==> config.mk <==
export PLATFORM = sky130hd
export DESIGN_NAME = elevator_direction_controller
export DESIGN_NICKNAME = d
export VERILOG_FILES = /design/src/hw/rtl/edc_pkg.sv /design/src/hw/rtl/edc_ram.sv /design/src/hw/rtl/edc_ctrl.sv /design/src/hw/rtl/elevator_direction_controller.sv
export VERILOG_INCLUDE_DIRS = /design/src /design/src/hw/rtl
export SDC_FILE = /design/constraint.sdc
export NUM_CORES = 1
export LEC_CHECK = 0
export ABC_AREA = 1
export BUFFER_PORTS_ARGS = -buffer_cell sky130_fd_sc_hd__buf_2
export CORE_UTILIZATION = 29
export CTS_CLUSTER_SIZE = 14
export DETAILED_ROUTE_END_ITERATION = 7
export PLACE_DENSITY = 0.5
export SLEW_MARGIN = 10
export SYNTH_ARGS = -nofsm -noshare
export SYNTH_HDL_FRONTEND = slang
export SYNTH_SLANG_ARGS = --single-unit
==> constraint.sdc <==
create_clock -name clock -period 13.8 [get_ports clock]
set_input_delay 1.38 -clock clock [delete_from_list [all_inputs] [get_ports clock]]
set_output_delay 1.38 -clock clock [all_outputs]
set_load 0.01 [all_outputs]
==> src/hw/rtl/elevator_direction_controller_macros.svh <==
// assertion macros used by the edc_ctrl module of the elevator direction controller
// no dependencies; included by edc_ctrl, which carries concurrent checks
`ifndef ELEVATOR_DIRECTION_CONTROLLER_MACROS_SVH
`define ELEVATOR_DIRECTION_CONTROLLER_MACROS_SVH

// same-cycle implication, quiet during reset
`define EDC_ASSERT_IMP(lbl, ante, cons, msg) \
   lbl: assert property (@(posedge clock) disable iff (reset) (ante) |-> (cons)) \
      else $error(msg);

// next-cycle implication, quiet during reset
`define EDC_ASSERT_NEXT(lbl, ante, cons, msg) \
   lbl: assert property (@(posedge clock) disable iff (reset) (ante) |=> (cons)) \
      else $error(msg);

`endif

==> src/hw/rtl/edc_pkg.sv <==
// shared types, codes and defaults of the elevator direction controller
// no dependencies; used by edc_ctrl and the top level
package edc_pkg;

   localparam int FLOOR_W   = 3;
   localparam int CNT_OUT_W = 3;
   localparam int IRS_W     = 16;

   localparam int FLOORS_DEF      = 5;
   localparam int CAPACITY_DEF    = 5;
   localparam int QUEUE_DEPTH_DEF = 8;

   localparam logic [IRS_W-1:0] IRS_RESET = 16'd250;
   localparam logic [IRS_W-1:0] IDLE_MAX  = 16'hFFFF;

   localparam logic KIND_ARRIVAL = 1'b0;
   localparam logic KIND_STEP    = 1'b1;

   typedef enum logic [1:0] {
      ERR_NONE   = 2'd0,
      ERR_FLOORS = 2'd1,
      ERR_FULL   = 2'd2
   } err_type;

   typedef enum logic [1:0] {
      DIR_UP   = 2'd0,
      DIR_DOWN = 2'd1,
      DIR_IDLE = 2'd2
   } dir_type;

   typedef enum logic [2:0] {
      ST_IDLE,
      ST_SERVE,
      ST_BOARD,
      ST_BWAIT,
      ST_DECIDE,
      ST_DONE
   } state_type;

   typedef struct packed {
      logic                 accepted;
      err_type              error_code;
      logic [FLOOR_W-1:0]   car_floor;
      dir_type              direction;
      logic                 moved;
      logic                 door_cycled;
      logic [CNT_OUT_W-1:0] alighted;
      logic [CNT_OUT_W-1:0] boarded;
      logic [CNT_OUT_W-1:0] occupancy;
   } rsp_type;

endpackage

==> src/hw/rtl/edc_ram.sv <==
// generic single-port-write, single-port-read ram with registered read data
// no dependencies
module edc_ram #(
   parameter int WIDTH = 3,
   parameter int DEPTH = 40,
   localparam int AW = (DEPTH > 1) ? $clog2(DEPTH) : 1
) (
   input  logic             clock,
   input  logic             wr_en,
   input  logic [AW-1:0]    wr_addr,
   input  logic [WIDTH-1:0] wr_data,
   input  logic             rd_en,
   input  logic [AW-1:0]    rd_addr,
   output logic [WIDTH-1:0] rd_data
);

   logic [WIDTH-1:0] mem_ff [DEPTH];
   logic [WIDTH-1:0] rd_data_ff;

   // write port
   always_ff @(posedge clock) begin
      if (wr_en) begin
         mem_ff[wr_addr] <= wr_data;
      end
   end

   // registered read port
   always_ff @(posedge clock) begin
      if (rd_en) begin
         rd_data_ff <= mem_ff[rd_addr];
      end
   end

   assign rd_data = rd_data_ff;

endmodule

==> src/hw/rtl/edc_ctrl.sv <==
// sequencer and car state of the elevator direction controller
// depends on edc_pkg, edc_ram and the assertion macro header
`include "elevator_direction_controller_macros.svh"

module edc_ctrl #(
   parameter int FLOORS      = edc_pkg::FLOORS_DEF,
   parameter int CAPACITY    = edc_pkg::CAPACITY_DEF,
   parameter int QUEUE_DEPTH = edc_pkg::QUEUE_DEPTH_DEF
) (
   input  logic                        clock,
   input  logic                        reset,
   input  logic                        req_valid,
   output logic                        req_stall,
   input  logic                        req_kind,
   input  logic [edc_pkg::FLOOR_W-1:0] req_from_floor,
   input  logic [edc_pkg::FLOOR_W-1:0] req_to_floor,
   input  logic [edc_pkg::IRS_W-1:0]   idle_return_steps,
   output logic                        res_valid,
   output edc_pkg::rsp_type            res,
   input  logic                        res_load
);

   localparam int FIDX_W = (FLOORS > 1) ? $clog2(FLOORS) : 1;
   localparam int CNT_W  = $clog2(CAPACITY + 1);
   localparam int HEAD_W = (QUEUE_DEPTH > 1) ? $clog2(QUEUE_DEPTH) : 1;
   localparam int FILL_W = $clog2(QUEUE_DEPTH + 1);
   localparam int SUM_W  = FILL_W + 1;
   localparam int DEPTH  = FLOORS * QUEUE_DEPTH;
   localparam int ADDR_W = (DEPTH > 1) ? $clog2(DEPTH) : 1;
   localparam int FW     = edc_pkg::FLOOR_W;
   localparam int OW     = edc_pkg::CNT_OUT_W;

   edc_pkg::state_type   state_ff, state_in;
   logic [FW-1:0]        car_ff, car_in;
   edc_pkg::dir_type     dir_ff, dir_in;
   logic [CNT_W-1:0]     rc_ff, rc_in;
   logic [FLOORS-1:0]    up_ff, up_in, dn_ff, dn_in, cc_ff, cc_in;
   logic [CNT_W-1:0]     rpt_ff [FLOORS];
   logic [CNT_W-1:0]     rpt_in [FLOORS];
   logic [HEAD_W-1:0]    head_ff [FLOORS];
   logic [HEAD_W-1:0]    head_in [FLOORS];
   logic [FILL_W-1:0]    fill_ff [FLOORS];
   logic [FILL_W-1:0]    fill_in [FLOORS];
   logic [edc_pkg::IRS_W-1:0] idle_ff, idle_in;
   edc_pkg::rsp_type     res_ff, res_in;

   logic                 wr_en, rd_en;
   logic [ADDR_W-1:0]    wr_addr, rd_addr;
   logic [FW-1:0]        wr_data, rd_data;

   logic [FIDX_W-1:0]    fi;
   logic [FLOORS-1:0]    wants;
   logic                 door_ok, board_go;

   // target fifo storage for all floors
   edc_ram #(.WIDTH(FW), .DEPTH(DEPTH)) u_wait_ram (
      .clock   (clock),
      .wr_en   (wr_en),
      .wr_addr (wr_addr),
      .wr_data (wr_data),
      .rd_en   (rd_en),
      .rd_addr (rd_addr),
      .rd_data (rd_data)
   );

   // per-floor demand and serve conditions at the car's floor
   always_comb begin
      fi = FIDX_W'(car_ff - FW'(1));
      for (int g = 0; g < FLOORS; g++) begin
         wants[g] = cc_ff[g] | up_ff[g] | dn_ff[g] | (rpt_ff[g] != '0) | (fill_ff[g] != '0);
      end
      door_ok  = wants[fi] && !((rc_ff >= CNT_W'(CAPACITY)) && (rpt_ff[fi] == '0));
      board_go = (fill_ff[fi] != '0) && (rc_ff < CNT_W'(CAPACITY));
      rd_addr  = ADDR_W'(int'(fi) * QUEUE_DEPTH + int'(head_ff[fi]));
   end

   // datapath: arrival, unload, boarding, direction choice, move and idle return call
   always_comb begin
      logic              a_ok, a_full, t_ok, upf, dnf, at_top, at_bot, mv_up, mv_dn;
      logic [FIDX_W-1:0] afi, ti, nfi;
      logic [SUM_W-1:0]  slot;
      logic [FLOORS-1:0] above, below;
      edc_pkg::dir_type  dir_nx;

      car_in  = car_ff;
      dir_in  = dir_ff;
      rc_in   = rc_ff;
      up_in   = up_ff;
      dn_in   = dn_ff;
      cc_in   = cc_ff;
      rpt_in  = rpt_ff;
      head_in = head_ff;
      fill_in = fill_ff;
      idle_in = idle_ff;
      res_in  = res_ff;
      wr_en   = 1'b0;
      rd_en   = 1'b0;
      wr_data = req_to_floor;

      a_ok   = (req_from_floor != '0) && (int'(req_from_floor) <= FLOORS)
               && (req_to_floor != '0) && (int'(req_to_floor) <= FLOORS)
               && (req_from_floor != req_to_floor);
      afi    = FIDX_W'(req_from_floor - FW'(1));
      a_full = fill_ff[afi] >= FILL_W'(QUEUE_DEPTH);
      slot   = SUM_W'(head_ff[afi]) + SUM_W'(fill_ff[afi]);
      if (slot >= SUM_W'(QUEUE_DEPTH)) begin
         slot = slot - SUM_W'(QUEUE_DEPTH);
      end
      wr_addr = ADDR_W'(int'(afi) * QUEUE_DEPTH + int'(slot));

      t_ok = (rd_data != '0) && (int'(rd_data) <= FLOORS);
      ti   = FIDX_W'(rd_data - FW'(1));

      for (int g = 0; g < FLOORS; g++) begin
         above[g] = g > int'(fi);
         below[g] = g < int'(fi);
      end
      upf    = up_ff[fi] | (|(wants & above));
      dnf    = dn_ff[fi] | (|(wants & below));
      at_top = fi == FIDX_W'(FLOORS - 1);
      at_bot = fi == '0;
      mv_up  = 1'b0;
      mv_dn  = 1'b0;
      dir_nx = dir_ff;
      nfi    = fi;

      unique case (state_ff)
         edc_pkg::ST_IDLE: begin
            if (req_valid) begin
               res_in.car_floor   = car_ff;
               res_in.direction   = dir_ff;
               res_in.occupancy   = OW'(rc_ff);
               res_in.moved       = 1'b0;
               res_in.door_cycled = 1'b0;
               res_in.alighted    = '0;
               res_in.boarded     = '0;
               res_in.accepted    = 1'b1;
               res_in.error_code  = edc_pkg::ERR_NONE;
               if (req_kind == edc_pkg::KIND_ARRIVAL) begin
                  if (!a_ok) begin
                     res_in.accepted   = 1'b0;
                     res_in.error_code = edc_pkg::ERR_FLOORS;
                  end else if (a_full) begin
                     res_in.accepted   = 1'b0;
                     res_in.error_code = edc_pkg::ERR_FULL;
                  end else begin
                     wr_en        = 1'b1;
                     fill_in[afi] = fill_ff[afi] + FILL_W'(1);
                     if (req_from_floor > req_to_floor) begin
                        dn_in[afi] = 1'b1;
                     end else begin
                        up_in[afi] = 1'b1;
                     end
                  end
               end
            end
         end
         edc_pkg::ST_SERVE: begin
            // door cycle and unload
            if (door_ok) begin
               res_in.door_cycled = 1'b1;
               res_in.alighted    = OW'(rpt_ff[fi]);
               rc_in              = (rpt_ff[fi] > rc_ff) ? '0 : rc_ff - rpt_ff[fi];
               rpt_in[fi]         = '0;
            end
         end
         edc_pkg::ST_BOARD: begin
            rd_en = board_go;
         end
         edc_pkg::ST_BWAIT: begin
            // one waiting passenger boards
            head_in[fi] = (head_ff[fi] == HEAD_W'(QUEUE_DEPTH - 1)) ? '0
                          : head_ff[fi] + HEAD_W'(1);
            fill_in[fi] = fill_ff[fi] - FILL_W'(1);
            if (t_ok) begin
               rpt_in[ti] = rpt_ff[ti] + CNT_W'(1);
               cc_in[ti]  = 1'b1;
            end
            rc_in          = rc_ff + CNT_W'(1);
            res_in.boarded = res_ff.boarded + OW'(1);
         end
         edc_pkg::ST_DECIDE: begin
            unique case (dir_ff)
               edc_pkg::DIR_UP: begin
                  if (at_top || (!upf && dnf)) begin
                     if (!(at_top && !dnf)) begin
                        dir_nx = edc_pkg::DIR_DOWN;
                        mv_dn  = !at_bot;
                     end
                  end else if (!upf && !dnf) begin
                     dir_nx = edc_pkg::DIR_IDLE;
                  end else begin
                     mv_up = !at_top;
                  end
               end
               edc_pkg::DIR_DOWN: begin
                  if (at_bot || (!dnf && upf)) begin
                     if (dnf || upf) begin
                        dir_nx = edc_pkg::DIR_UP;
                        mv_up  = !at_top;
                     end
                  end else if (!upf && !dnf) begin
                     dir_nx = edc_pkg::DIR_IDLE;
                  end else begin
                     mv_dn = !at_bot;
                  end
               end
               edc_pkg::DIR_IDLE: begin
                  if (upf) begin
                     dir_nx = edc_pkg::DIR_UP;
                     mv_up  = !at_top;
                  end else if (dnf) begin
                     dir_nx = edc_pkg::DIR_DOWN;
                     mv_dn  = !at_bot;
                  end else begin
                     dir_nx = edc_pkg::DIR_IDLE;
                  end
               end
            endcase

            // move one floor
            if (mv_up) begin
               nfi        = fi + FIDX_W'(1);
               cc_in[fi]  = 1'b0;
               up_in[fi]  = 1'b0;
               cc_in[nfi] = 1'b0;
               car_in     = car_ff + FW'(1);
            end else if (mv_dn) begin
               nfi        = fi - FIDX_W'(1);
               cc_in[fi]  = 1'b0;
               dn_in[fi]  = 1'b0;
               cc_in[nfi] = 1'b0;
               car_in     = car_ff - FW'(1);
            end

            // idle count and return call
            if (mv_up || mv_dn) begin
               idle_in = '0;
            end else begin
               if (idle_ff != edc_pkg::IDLE_MAX) begin
                  idle_in = idle_ff + 16'd1;
               end
               cc_in[fi] = 1'b0;
               if ((idle_in >= idle_return_steps) && !at_bot) begin
                  cc_in[0] = 1'b1;
               end
            end

            // hall calls at the new floor
            if ((rpt_ff[nfi] == '0) || (fill_ff[nfi] == '0)) begin
               up_in[nfi] = 1'b0;
               dn_in[nfi] = 1'b0;
            end

            dir_in           = dir_nx;
            res_in.moved     = mv_up | mv_dn;
            res_in.car_floor = car_in;
            res_in.direction = dir_nx;
            res_in.occupancy = OW'(rc_ff);
         end
         edc_pkg::ST_DONE: begin
         end
      endcase
   end

   // next state
   always_comb begin
      state_in = state_ff;
      unique case (state_ff)
         edc_pkg::ST_IDLE: begin
            if (req_valid) begin
               state_in = (req_kind == edc_pkg::KIND_ARRIVAL) ? edc_pkg::ST_DONE
                          : edc_pkg::ST_SERVE;
            end
         end
         edc_pkg::ST_SERVE:  state_in = door_ok ? edc_pkg::ST_BOARD : edc_pkg::ST_DECIDE;
         edc_pkg::ST_BOARD:  state_in = board_go ? edc_pkg::ST_BWAIT : edc_pkg::ST_DECIDE;
         edc_pkg::ST_BWAIT:  state_in = edc_pkg::ST_BOARD;
         edc_pkg::ST_DECIDE: state_in = edc_pkg::ST_DONE;
         edc_pkg::ST_DONE: begin
            if (res_load) begin
               state_in = edc_pkg::ST_IDLE;
            end
         end
      endcase
   end

   // handshake outputs
   always_comb begin
      req_stall = state_ff != edc_pkg::ST_IDLE;
      res_valid = state_ff == edc_pkg::ST_DONE;
      res       = res_ff;
   end

   // control state
   always_ff @(posedge clock) begin
      if (reset) begin
         state_ff <= edc_pkg::ST_IDLE;
         car_ff   <= FW'(1);
         dir_ff   <= edc_pkg::DIR_IDLE;
         rc_ff    <= '0;
         up_ff    <= '0;
         dn_ff    <= '0;
         cc_ff    <= '0;
         idle_ff  <= '0;
         for (int g = 0; g < FLOORS; g++) begin
            rpt_ff[g]  <= '0;
            head_ff[g] <= '0;
            fill_ff[g] <= '0;
         end
      end else begin
         state_ff <= state_in;
         car_ff   <= car_in;
         dir_ff   <= dir_in;
         rc_ff    <= rc_in;
         up_ff    <= up_in;
         dn_ff    <= dn_in;
         cc_ff    <= cc_in;
         idle_ff  <= idle_in;
         rpt_ff   <= rpt_in;
         head_ff  <= head_in;
         fill_ff  <= fill_in;
      end
   end

   // result payload
   always_ff @(posedge clock) begin
      res_ff <= res_in;
   end

   `EDC_ASSERT_IMP(a_occ_cap, 1'b1, rc_ff <= CNT_W'(CAPACITY), "occupancy above capacity")
   `EDC_ASSERT_IMP(a_floor_range, 1'b1, (car_ff != '0) && (int'(car_ff) <= FLOORS), "bad floor")
   `EDC_ASSERT_NEXT(a_read_wait, rd_en, state_ff == edc_pkg::ST_BWAIT, "read without wait")

endmodule

==> src/hw/rtl/elevator_direction_controller.sv <==
// Single-car elevator controller. An arrival beat goes from idle straight to its
// result; a control-step beat runs serve, then board and board-wait for each
// boarding passenger (at most CAPACITY) when the door cycles, then decide,
// paced by the sequencer reading one queued target per access from the single
// read port of the waiting-target ram. Results sit in an output register, so
// the next beat is taken while a finished result waits. idle_return_steps is
// written by the user on the csr port while no beat is in flight (not enforced).
// depends on edc_pkg and edc_ctrl
module elevator_direction_controller #(
   parameter int FLOORS      = edc_pkg::FLOORS_DEF,
   parameter int CAPACITY    = edc_pkg::CAPACITY_DEF,
   parameter int QUEUE_DEPTH = edc_pkg::QUEUE_DEPTH_DEF
) (
   input  logic                          clock,
   input  logic                          reset,
   input  logic                          req_valid,
   output logic                          req_stall,
   input  logic                          req_kind,
   input  logic [edc_pkg::FLOOR_W-1:0]   req_from_floor,
   input  logic [edc_pkg::FLOOR_W-1:0]   req_to_floor,
   output logic                          rsp_valid,
   input  logic                          rsp_stall,
   output logic                          rsp_accepted,
   output logic [1:0]                    rsp_error_code,
   output logic [edc_pkg::FLOOR_W-1:0]   rsp_car_floor,
   output logic [1:0]                    rsp_direction,
   output logic                          rsp_moved,
   output logic                          rsp_door_cycled,
   output logic [edc_pkg::CNT_OUT_W-1:0] rsp_alighted,
   output logic [edc_pkg::CNT_OUT_W-1:0] rsp_boarded,
   output logic [edc_pkg::CNT_OUT_W-1:0] rsp_occupancy,
   input  logic                          csr_valid,
   output logic                          csr_ready,
   input  logic [edc_pkg::IRS_W-1:0]     csr_idle_return_steps
);

   logic [edc_pkg::IRS_W-1:0] irs_ff;
   logic                      rsp_valid_ff;
   edc_pkg::rsp_type          rsp_ff;
   logic                      res_valid, res_load;
   edc_pkg::rsp_type          res;

   edc_ctrl #(
      .FLOORS      (FLOORS),
      .CAPACITY    (CAPACITY),
      .QUEUE_DEPTH (QUEUE_DEPTH)
   ) u_ctrl (
      .clock             (clock),
      .reset             (reset),
      .req_valid         (req_valid),
      .req_stall         (req_stall),
      .req_kind          (req_kind),
      .req_from_floor    (req_from_floor),
      .req_to_floor      (req_to_floor),
      .idle_return_steps (irs_ff),
      .res_valid         (res_valid),
      .res               (res),
      .res_load          (res_load)
   );

   // config register
   assign csr_ready = 1'b1;
   always_ff @(posedge clock) begin
      if (reset) begin
         irs_ff <= edc_pkg::IRS_RESET;
      end else if (csr_valid && csr_ready) begin
         irs_ff <= csr_idle_return_steps;
      end
   end

   // output register
   assign res_load = res_valid && (!rsp_valid_ff || !rsp_stall);
   always_ff @(posedge clock) begin
      if (reset) begin
         rsp_valid_ff <= 1'b0;
      end else if (res_load) begin
         rsp_valid_ff <= 1'b1;
      end else if (!rsp_stall) begin
         rsp_valid_ff <= 1'b0;
      end
   end

   always_ff @(posedge clock) begin
      if (res_load) begin
         rsp_ff <= res;
      end
   end

   // result beat fields
   assign rsp_valid       = rsp_valid_ff;
   assign rsp_accepted    = rsp_ff.accepted;
   assign rsp_error_code  = rsp_ff.error_code;
   assign rsp_car_floor   = rsp_ff.car_floor;
   assign rsp_direction   = rsp_ff.direction;
   assign rsp_moved       = rsp_ff.moved;
   assign rsp_door_cycled = rsp_ff.door_cycled;
   assign rsp_alighted    = rsp_ff.alighted;
   assign rsp_boarded     = rsp_ff.boarded;
   assign rsp_occupancy   = rsp_ff.occupancy;

endmodule

======== Word level (Yosys, flattened, before mapping) ========
Memory sizes are Yosys's and may differ from the RTL's. A register that Yosys moved wholly into a read port is not among the register bits.
Index checks and enable logic that the tools add are counted.
word-level totals
  register bits ........................... 147
  RAM bits ................................ 120
  output and inout bits ................... 22
  logic and storage cells ................. 394
  memories kept ........................... 1
  bits of input ports ..................... 28
cells by class
  eq/ne operators ......................... 21
  add/sub/neg operators ................... 18
  bitwise operators ....................... 47
  multiplexer cells ....................... 149
  $lt $le $gt $ge ......................... 38
  reductions and logical operators ........ 76
memories
  name                      words  width  read ports  clocked after Yosys merged registers in  write ports  RTL line       source
  u_ctrl.u_wait_ram.mem_ff  40     3      1           1                                        1            edc_ram.sv:17  logic [WIDTH-1:0] mem_ff [DEPTH];
operator list
  kind                                                       number
  two-way mux 5 bit                                          23
  two-way mux 3 bit                                          27
  two-way mux 16 bit                                         5
  two-way mux 20 bit                                         4
  AND 5 bit                                                  10
  binary-select mux 3 bit (select 3 bit)                     5
  bitwise mux 20 bit                                         2
  case mux 20 bit (2 select lines)                           1
  binary-select mux 4 bit (select 3 bit)                     3
  two-way mux 4 bit                                          9
  two-way mux 1 bit                                          33
  bitwise mux 15 bit                                         2
  two-way mux 15 bit                                         2
  case mux 15 bit (2 select lines)                           1
  case mux 5 bit (2 select lines)                            3
  nonzero test 3 bit                                         9
  demux 4 bit (select 3 bit)                                 2
  < comparator 3 x 4 -> 1 bit (second input constant)        6
  nonzero test 4 bit                                         6
  logical AND 1 bit                                          23
  bitwise OR 1 bit                                           23
  greater-or-equal comparator 4 bit (second input constant)  5
  NOT 5 bit                                                  4
  adder 3 x 1 -> 3 bit (second input constant)               6
  59 further kinds                                           135

======== Longest topological paths before layout ========
Gate-level depths: netlist of the first run.
  word-level depth ........................ 24
  depth in mapped cells ................... 30
  mapped depth without buffers ............ 27

======== Modules after synthesis ========
From an unflattened synthesis of the first run, not the netlist that was laid out.
unflattened totals
  cell total of the unflattened synthesis .. 1816
  area, all modules ....................... 14981.9 um^2
by module, submodules not included
  module                         cells an instance  sequential area each (um^2)  area each (um^2)  times used
  edc_ctrl                       1250               2412.3                       8508.2            1
  edc_ram                        450                3693.5                       5208.7            1
  elevator_direction_controller  116                910.9                        1265.0            1

======== Worst setup path before layout of the first run ========
OpenSTA, ideal clock, no wires.
  path kind ............................... input-to-reg
  start point ............................. input req_from_floor[0] in the netlist's numbering
  end point ............................... memory u_ctrl.u_wait_ram.mem_ff[10][0], enable pin
  path slack .............................. 7.629 ns
  data arrival time ....................... 5.826 ns
  cell stages on the path ................. 21
  path buffers ............................ 0
  library setup time ...................... 0.345 ns
  cells stage by stage .................... inv_1 > ha_1 > or2_1 > nand2_1 > inv_2 > nor3_1 > inv_2 > o21ai_0 > nor4_1 > ha_1 > fa_1 > xnor2_1 > nand3_1 > o31a_1 > nor2_1 > a21oi_1 > ha_1 > fa_1 > xor2_1 > nand3_1 > nor3_1
on the way
  word-level cells in the longest chain between the ends .. 13
  elaborated cells between the ends (all ways) .. 28
  classes of those cells .................. 4 x add/sub; 3 x order compare; 1 x eq/ne; 14 x mux; 1 x bitwise; 5 x reduce/logical
ends and longest elaborated chain
  item                                                                           RTL line                             source
  from (decl)                                                                    elevator_direction_controller.sv:19  input logic [edc_pkg::FLOOR_W-1:0] req_from_floor,
  parallel branches: the longest is 13 deep, another holds adder 6 x 5 -> 6 bit  -
  to (decl)                                                                      edc_ram.sv:17
Several ways; the timed one is not identified. The select of a mux whose other input is x is not followed.

======== Worst setup path after layout of the first run ========
  start point ............................. input req_from_floor[0] in the netlist's numbering
  end point ............................... memory u_ctrl.u_wait_ram.mem_ff[10][2], enable pin
Same word-level chain as after synthesis.

==> results by group, run 1 <==
Yosys
  • Largest cells by area after synthesis: edfxtp_1, dfxtp_1, nor2_1
  • Largest area contributor in the netlist: edfxtp_1
  • Post-synth top area share: 33.3%
  • Sequential fraction of the synthesis area: 48.4%
  • Syn nets: 1,788
  • Avg Inst Size Synth: 8.50 um2
  • Warnings, synthesis: 0
  • Number of library cell types mapped by synthesis: 64
  • Seq cells post-synth: 270
  • Synthesized instance count: 1,707
  • Area of the mapped netlist: 14,500 um2

Worst setup path
  • Worst path slowest cell: nor3_1
  • Critical Path RT: 14.01 ns
  • Cell mode on critical path: ha_1
  • CP Launch Type: input port
  • Critical path peak fanout: 8
  • CP endpoint kind: flip-flop
  • CP cell instances: buf_2, inv_1, ha_1, or2_1, nand2_1, inv_2, nor3_1, inv_2, o21ai_0, nor4_1, ha_1, fa_1, xnor2_1, nand3_1, o31a_1, nor2_1, a21oi_1, ha_1, fa_1, xor2_1, nand3_1, nor3_1
  • Peak per-stage delay on the critical path: 0.51 ns
  • Crit path DAT: 6.98 ns
  • Crit Path Class: input port to flip-flop

Global route
  • GRT Util Overall: 17.1%
  • GR Util met2: 28.5%
  • Gr busiest metal: met2
  • Grt total ovfl: 0
  • Pin count of the biggest net entering global routing: 72
  • Antenna violations before repair: 1
  • First-pass GRT wire length: 67.8 mm
  • Vias in the first global route: 11.9k
  • M1 GR Usage: 22.7%
  • Routing usage on met3: 2.41%

STA
  • Setup Viol. Count Final: 0
  • Final Cycle Share: 49.0%
  • Unrepaired setup endpoints after global routing: no
  • Fin Hold WS: 0.412 ns
  • Slew @ Worst Pin: 1.11 ns
  • Clock Skew: 0.0295 ns
  • Final Hold Viols: 0
  • Setup_tns: 0 ns
  • Fmax: 148 MHz
  • Final critical-path required period: 6.76 ns
  • Max Transition Viols Final: 0
  • Slew HR: 26.3%

Layout
  • Layout cells sized above 1: 9.22%
  • Diodes inserted: 0
  • Area delta synth->final: 13.4%
  • Commonest non-fill, non-tap cell in the layout: nor2_1
  • Net count, final: 1,823
  • Most frequent cells in the layout: nor2_1, inv_1, nand2_1

Clock network
  • Post-CTS Resized: 0
  • H-Tree Level Count: 1
  • Sink Count: 270
  • Hold-fix buffers, CTS: 0
  • CTS tree: built
  • Clock tree buffer depth: 3
  • Clock-pin slew on the worst setup and hold paths: 0.06 ns
  • # Post-CTS Setup Buffers: 0
  • Skew-Pair Late Insertion Delay: 0.59 ns
  • CTS root buffer: clkbuf_16
  • Num CTS Buffers: 31

Placed design
  • Post-DP HPWL: 30.7 mm
  • GPL Wtd Cong: 0.909
  • Port bufs: 48

Route
  • 1st-iter DRT viols: 897
  • Antenna-violating nets left: 0
  • Total number of vias: 12.4k
  • Detailed-route vias per instance: 5.09
  • TritonRoute pass-1 iters: 7
  • Avg WL per Cell: 18.0 um
  • DRC errors left: 0
  • DRT Wirelength: 43.7 mm

Status
  • Status: completed

Die
  • Num ports: 50
  • Die width: 226 um
  • Initial core utilization: 29.5%
  • Die area: 50,900 um2
  • Core ar.: 49,200 um2
  • Die Ht: 226 um
  • # rows: 81

Pwr
  • Pwr Density: 227 nW/um2
  • Peak VDD IR: 100 uV
  • Leak pwr: 6.19 nW

Worst hold path
  • Hold WC Path Type: flip-flop to flip-flop

Job
  • Max cap viols: 0
## cells in the mapped netlist, drive strengths merged
library cell and count:
nor2 255, inv 216, nand2 212, o21ai 188, edfxtp 161, a21oi 130, dfxtp 109, nand3 83
ha 50, clkbuf 47, o221ai 34, nor3 32, o211ai 23, o22ai 23, a211oi 17, o32ai 15
buf 14, xor2 13, a31oi 11, nand4 11, xnor2 8, o21a 7, a2111oi 6, nor4 6
a22oi 4, o2111ai 4, or2 4, a21boi 3, a41oi 3, fa 3, a32oi 2, o21bai 2
o31ai 2, a21o 1, a221oi 1, a311oi 1, clkinv 1, conb 1, nand3b 1, o221a 1
o311ai 1, o31a 1
## logic make-up (layout without fill, tap and decap cells)
logic type      Yosys count  after routing  synth area share, %
simple gates            604            604                 18.3
buf+inv                 278            338                 7.43
fa+ha+maj                53             53                 4.73
flops                   270            270                 48.4
other cells               1              1               0.0258
compound gates          480            480                 19.9
xor+xnor                 21             21                 1.27
## state kept, by name (all words and copies together), names as in the netlist, 5 cells and up
signal	cells
u_ctrl.cc_ff	5
u_ctrl.dn_ff	5
irs_ff	16
u_ctrl.fill_ff	20
u_ctrl.rpt_ff	15
u_ctrl.up_ff	5
u_ctrl.head_ff	15
u_ctrl.u_wait_ram.mem_ff	120
u_ctrl.idle_ff	16
u_ctrl.res	19
## metal layers
layer / vias up / share of wire, %
li1: 6032 / -
met5: - / 0.027
met1: 5866 / 44
met3: 104 / 5.3
met4: 2 / 3.5
met2: 374 / 47
## where the power goes
group          leakage [nW]  internal [mW]  total [mW]  switching (mW)
clock                 0.481          0.493       0.820           0.327
sequential             2.35          0.977        1.05          0.0727
combinational          3.36          0.532        1.86            1.33
## layout make-up
cell class,count,area [um2]
fill,5105,32700
sequential,270,7020
multi-input combinational,1159,6430
clock buffer,45,838
tap,664,831
inverter,217,817
timing repair buffer,63,353
clock inverter,13,165
## worst max-delay path, delay by kind of cell
kind                     cells  cell delay [ns]
AND/OR/NAND/NOR              8             2.13
adder cells (fa/ha/maj)      5             1.51
XOR/XNOR                     2             0.77
AO/OA/AOI/OAI                3             0.61
buffers and inverters        4             0.56
## through the flow
stage	instance area (um2)	cells	power [mW]	utilization [%]	setup WS, ns
2_1_floorplan	14500	1707	2.38	-	7.63
3_3_place_gp	15400	2373	2.90	31.4	6.69
3_5_place_dp	15400	2373	2.91	31.4	6.49
4_1_cts	16500	2431	3.74	33.5	7.07
5_1_grt	16500	2431	4.00	33.5	6.41
6_report	16500	2431	3.73	33.5	7.04
## final timing paths
kind	startpoint	endpoint	slack, ns	depth (start not counted)
min	u_ctrl.res[1]	rsp_occupancy[1]	0.41	0
min reg2reg	u_ctrl.res[1]	rsp_occupancy[1]	0.41	0
max reg2reg	u_ctrl.car_ff[0]	u_ctrl.rpt_ff[12]	8.25	16
max	req_from_floor[0]	u_ctrl.u_wait_ram.mem_ff[10][2]	7.04	22
(Power assumes the default switching activity.)
==> inputs of run 2 (changes only) <==
PLACE_DENSITY = 0.52   (was 0.5)
clock period = 5.7 ns   (was 13.8 ns; I/O delays follow)
==> results by group, run 2 (same netlist as run 1, synthesis figures left out) <==
Global route
  • Vias in the first global route: 12.3k (+3.1%)
  • GRT Util Overall: 17.6% (+0.42 points)
  • Grt total ovfl: 0 (unchanged)
  • First-pass GRT wire length: 69.3 mm (+2.2%)
  • Pin count of the biggest net entering global routing: 62 (-14%)
  • Antenna violations before repair: 2 (+1)

Worst setup path
  • RR Endpoint: u_ctrl.u_wait_ram.mem_ff[31][0]
  • Cell family with most CP delay: simple AND/OR/NAND/NOR gates
  • CP endpoint kind: flip-flop
  • Worst path slowest cell: fa_1
  • FF-to-FF Start: u_ctrl.fill_ff[2]
  • R2R depth: 17 (+1)
  • Crit path DAT: 5.39 ns (-1.59 ns)
  • Crit Path Class: input port to flip-flop
  • Critical Path RT: 5.91 ns (-8.10 ns)
  • Peak per-stage delay on the critical path: 0.43 ns (-0.08 ns)
  • CP Buf/Inv Count: 5 (+1)
  • CP cell instances: buf_2, inv_1, ha_1, or2_1, nand2_1, inv_2, nor3_1, inv_2, o21ai_0, nor4_1, ha_1, fa_1, xnor2_1, nand3_1, o31a_1, nor2_1, a21oi_1, ha_1, fa_1, xor2_1, buf_4, nand3_1, nor2_1
  • Critical path peak fanout: 8 (unchanged)
  • Cell mode on critical path: ha_1
  • FF-to-FF setup slack: 1.11 ns (-7.14 ns)
  • CP Launch Type: input port

Worst hold path
  • Hold Path Stages: 3 (+3)
  • Hold WC Path Type: input port to flip-flop
  • WHS Endpoint: irs_ff[4]
  • Worst hold path startpoint: csr_idle_return_steps[4]

Clock network
  • Post-CTS Resized: 0 (unchanged)
  • Num CTS Buffers: 34 (+9.7%)
  • H-Tree Level Count: 2 (+1)
  • CTS root buffer: clkbuf_16
  • Skew-Pair Late Insertion Delay: 0.54 ns (-0.05 ns)
  • Hold-fix buffers, CTS: 0 (unchanged)
  • Sink Count: 270 (unchanged)
  • CTS tree: built
  • Clock-pin slew on the worst setup and hold paths: 0.06 ns (about the same)
  • # Post-CTS Setup Buffers: 0 (unchanged)
  • Clock tree buffer depth: 3 (unchanged)

Placed design
  • GPL Wtd Cong: 0.938 (+3.2%)
  • Port bufs: 48 (unchanged)
  • Post-DP HPWL: 31.9 mm (+3.9%)
  • Dpl cell area: 15,600 um2 (+1.0%)

STA
  • Slew @ Worst Pin: 1.11 ns (+0.00829 ns)
  • Setup_tns: 0 ns (unchanged)
  • Setup Viol. Count Final: 0 (unchanged)
  • Fmax: 193 MHz
  • Final Cycle Share: 91.0%
  • Final critical-path required period: 5.18 ns
  • Unrepaired setup endpoints after global routing: no
  • Fin Hold WS: 0.275 ns (-0.137 ns)
  • Slew HR: 25.7% (-0.55 points)
  • Max Transition Viols Final: 0 (unchanged)
  • Clock Skew: 0.0220 ns (-0.00751 ns)
  • Final Hold Viols: 0 (unchanged)

Die
  • Num ports: 50 (unchanged)
  • Die Ht: 226 um (unchanged)
  • # rows: 81 (unchanged)
  • Initial core utilization: 29.5% (unchanged)
  • Core ar.: 49,200 um2 (unchanged)
  • Die area: 50,900 um2 (unchanged)
  • Die width: 226 um (unchanged)

Layout
  • Most frequent cells in the layout: nor2_1, inv_1, nand2_1
  • Layout cells sized above 1: 11.1% (+1.8 points)
  • Core Util, Final: 34.1% (+0.59 points)
  • Biggest register: u_ctrl.u_wait_ram.mem_ff
  • Net count, final: 1,847 (+1.3%)
  • Max reg flops: 120 (unchanged)
  • Cell area after layout: 16,700 um2 (+1.8%)
  • Area delta synth->final: 15.4%
  • Commonest non-fill, non-tap cell in the layout: nor2_1

Route
  • DRT Wirelength: 44.3 mm (+1.3%)
  • Antenna-violating nets left: 0 (unchanged)
  • Total number of vias: 12.5k (+1.4%)
  • Avg WL per Cell: 18.0 um (+0.29%)
  • TritonRoute pass-1 iters: 5 (-2)
  • DRC errors left: 0 (unchanged)
  • 1st-iter DRT viols: 1,068 (+19%)
  • Detailed-route vias per instance: 5.11 (+0.38%)

Pwr
  • Leak pwr: 6.36 nW (+2.7%)
  • Pwr Density: 556 nW/um2 (+150%)
  • Peak VDD IR: 247 uV (+150%)

Status
  • Status: completed

Job
  • Max cap viols: 0 (unchanged)
[run 2: cell count changes in the layout (fill, tap and decap cells not counted), sizes merged]
cell	delta
bufinv	-1
inv	+1
clkinvlp	+2
buf	+21
clkinv	+6
clkbuf	-6
diode	+1
[run 2: area by class of cell]
type                    count  area (um2)
clock buffers              39         921
fillers                  5170       32400
flip-flops and latches    270        7020
diodes                      1        2.50
well taps                 664         831
clock inverters            21         211
repair buffers             84         510
multi-input cells        1159        6430
inverters                 217         817
[run 2: through the flow]
step                power [mW]  worst slack [ns]  cells
floorplan                 5.77             0.339   1707
global placement          7.13             0.190   2394
detailed placement        7.16            0.0458   2394
CTS                       9.37             0.568   2454
global route              9.96             0.125   2454
finish                    9.32             0.515   2455
[run 2: worst reg2reg max path, cell delays in order, from the launching register on]
cell       delay (ns)
dfxtp_1          0.45
a21oi_1          0.12
a2111oi_1        0.57
ha_1             0.39
nand2_1          0.08
nand2_1          0.04
a31oi_1          0.18
xnor2_1          0.16
ha_1             0.28
o31a_1           0.12
nor2_1           0.10
a21oi_1          0.05
ha_1             0.21
fa_1             0.40
xor2_1           0.23
buf_4            0.16
nand3_1          0.33
nor2_1           0.38
[run 2: where the power goes]
part | internal, mW | leakage [nW] | switching, mW
registers | 2.37 | 2.35 | 0.163
clock network | 1.30 | 0.551 | 0.862
logic | 1.34 | 3.46 | 3.28
[run 2: how the worst max path moves through the flow]
stage                       from                              end  cells past startpoint
3_3_place_gp   req_from_floor[0]  u_ctrl.u_wait_ram.mem_ff[22][0]                     24
6_report       req_from_floor[0]  u_ctrl.u_wait_ram.mem_ff[31][0]                     23
3_5_place_dp   req_from_floor[0]  u_ctrl.u_wait_ram.mem_ff[30][2]                     23
4_1_cts        req_from_floor[0]  u_ctrl.u_wait_ram.mem_ff[31][2]                     23
5_1_grt        req_from_floor[0]  u_ctrl.u_wait_ram.mem_ff[31][0]                     23
2_1_floorplan  req_from_floor[0]  u_ctrl.u_wait_ram.mem_ff[10][0]                     21
[run 2: routing by layer]
metal  track usage [%]  routed length [um]  vias to the layer above
met1              22.5               19600                     6021
met5                 0                  12                        -
met2              29.5               21000                      360
li1                  -                   -                     6083
met4              6.39                1380                        2
met3              3.02                2250                       82
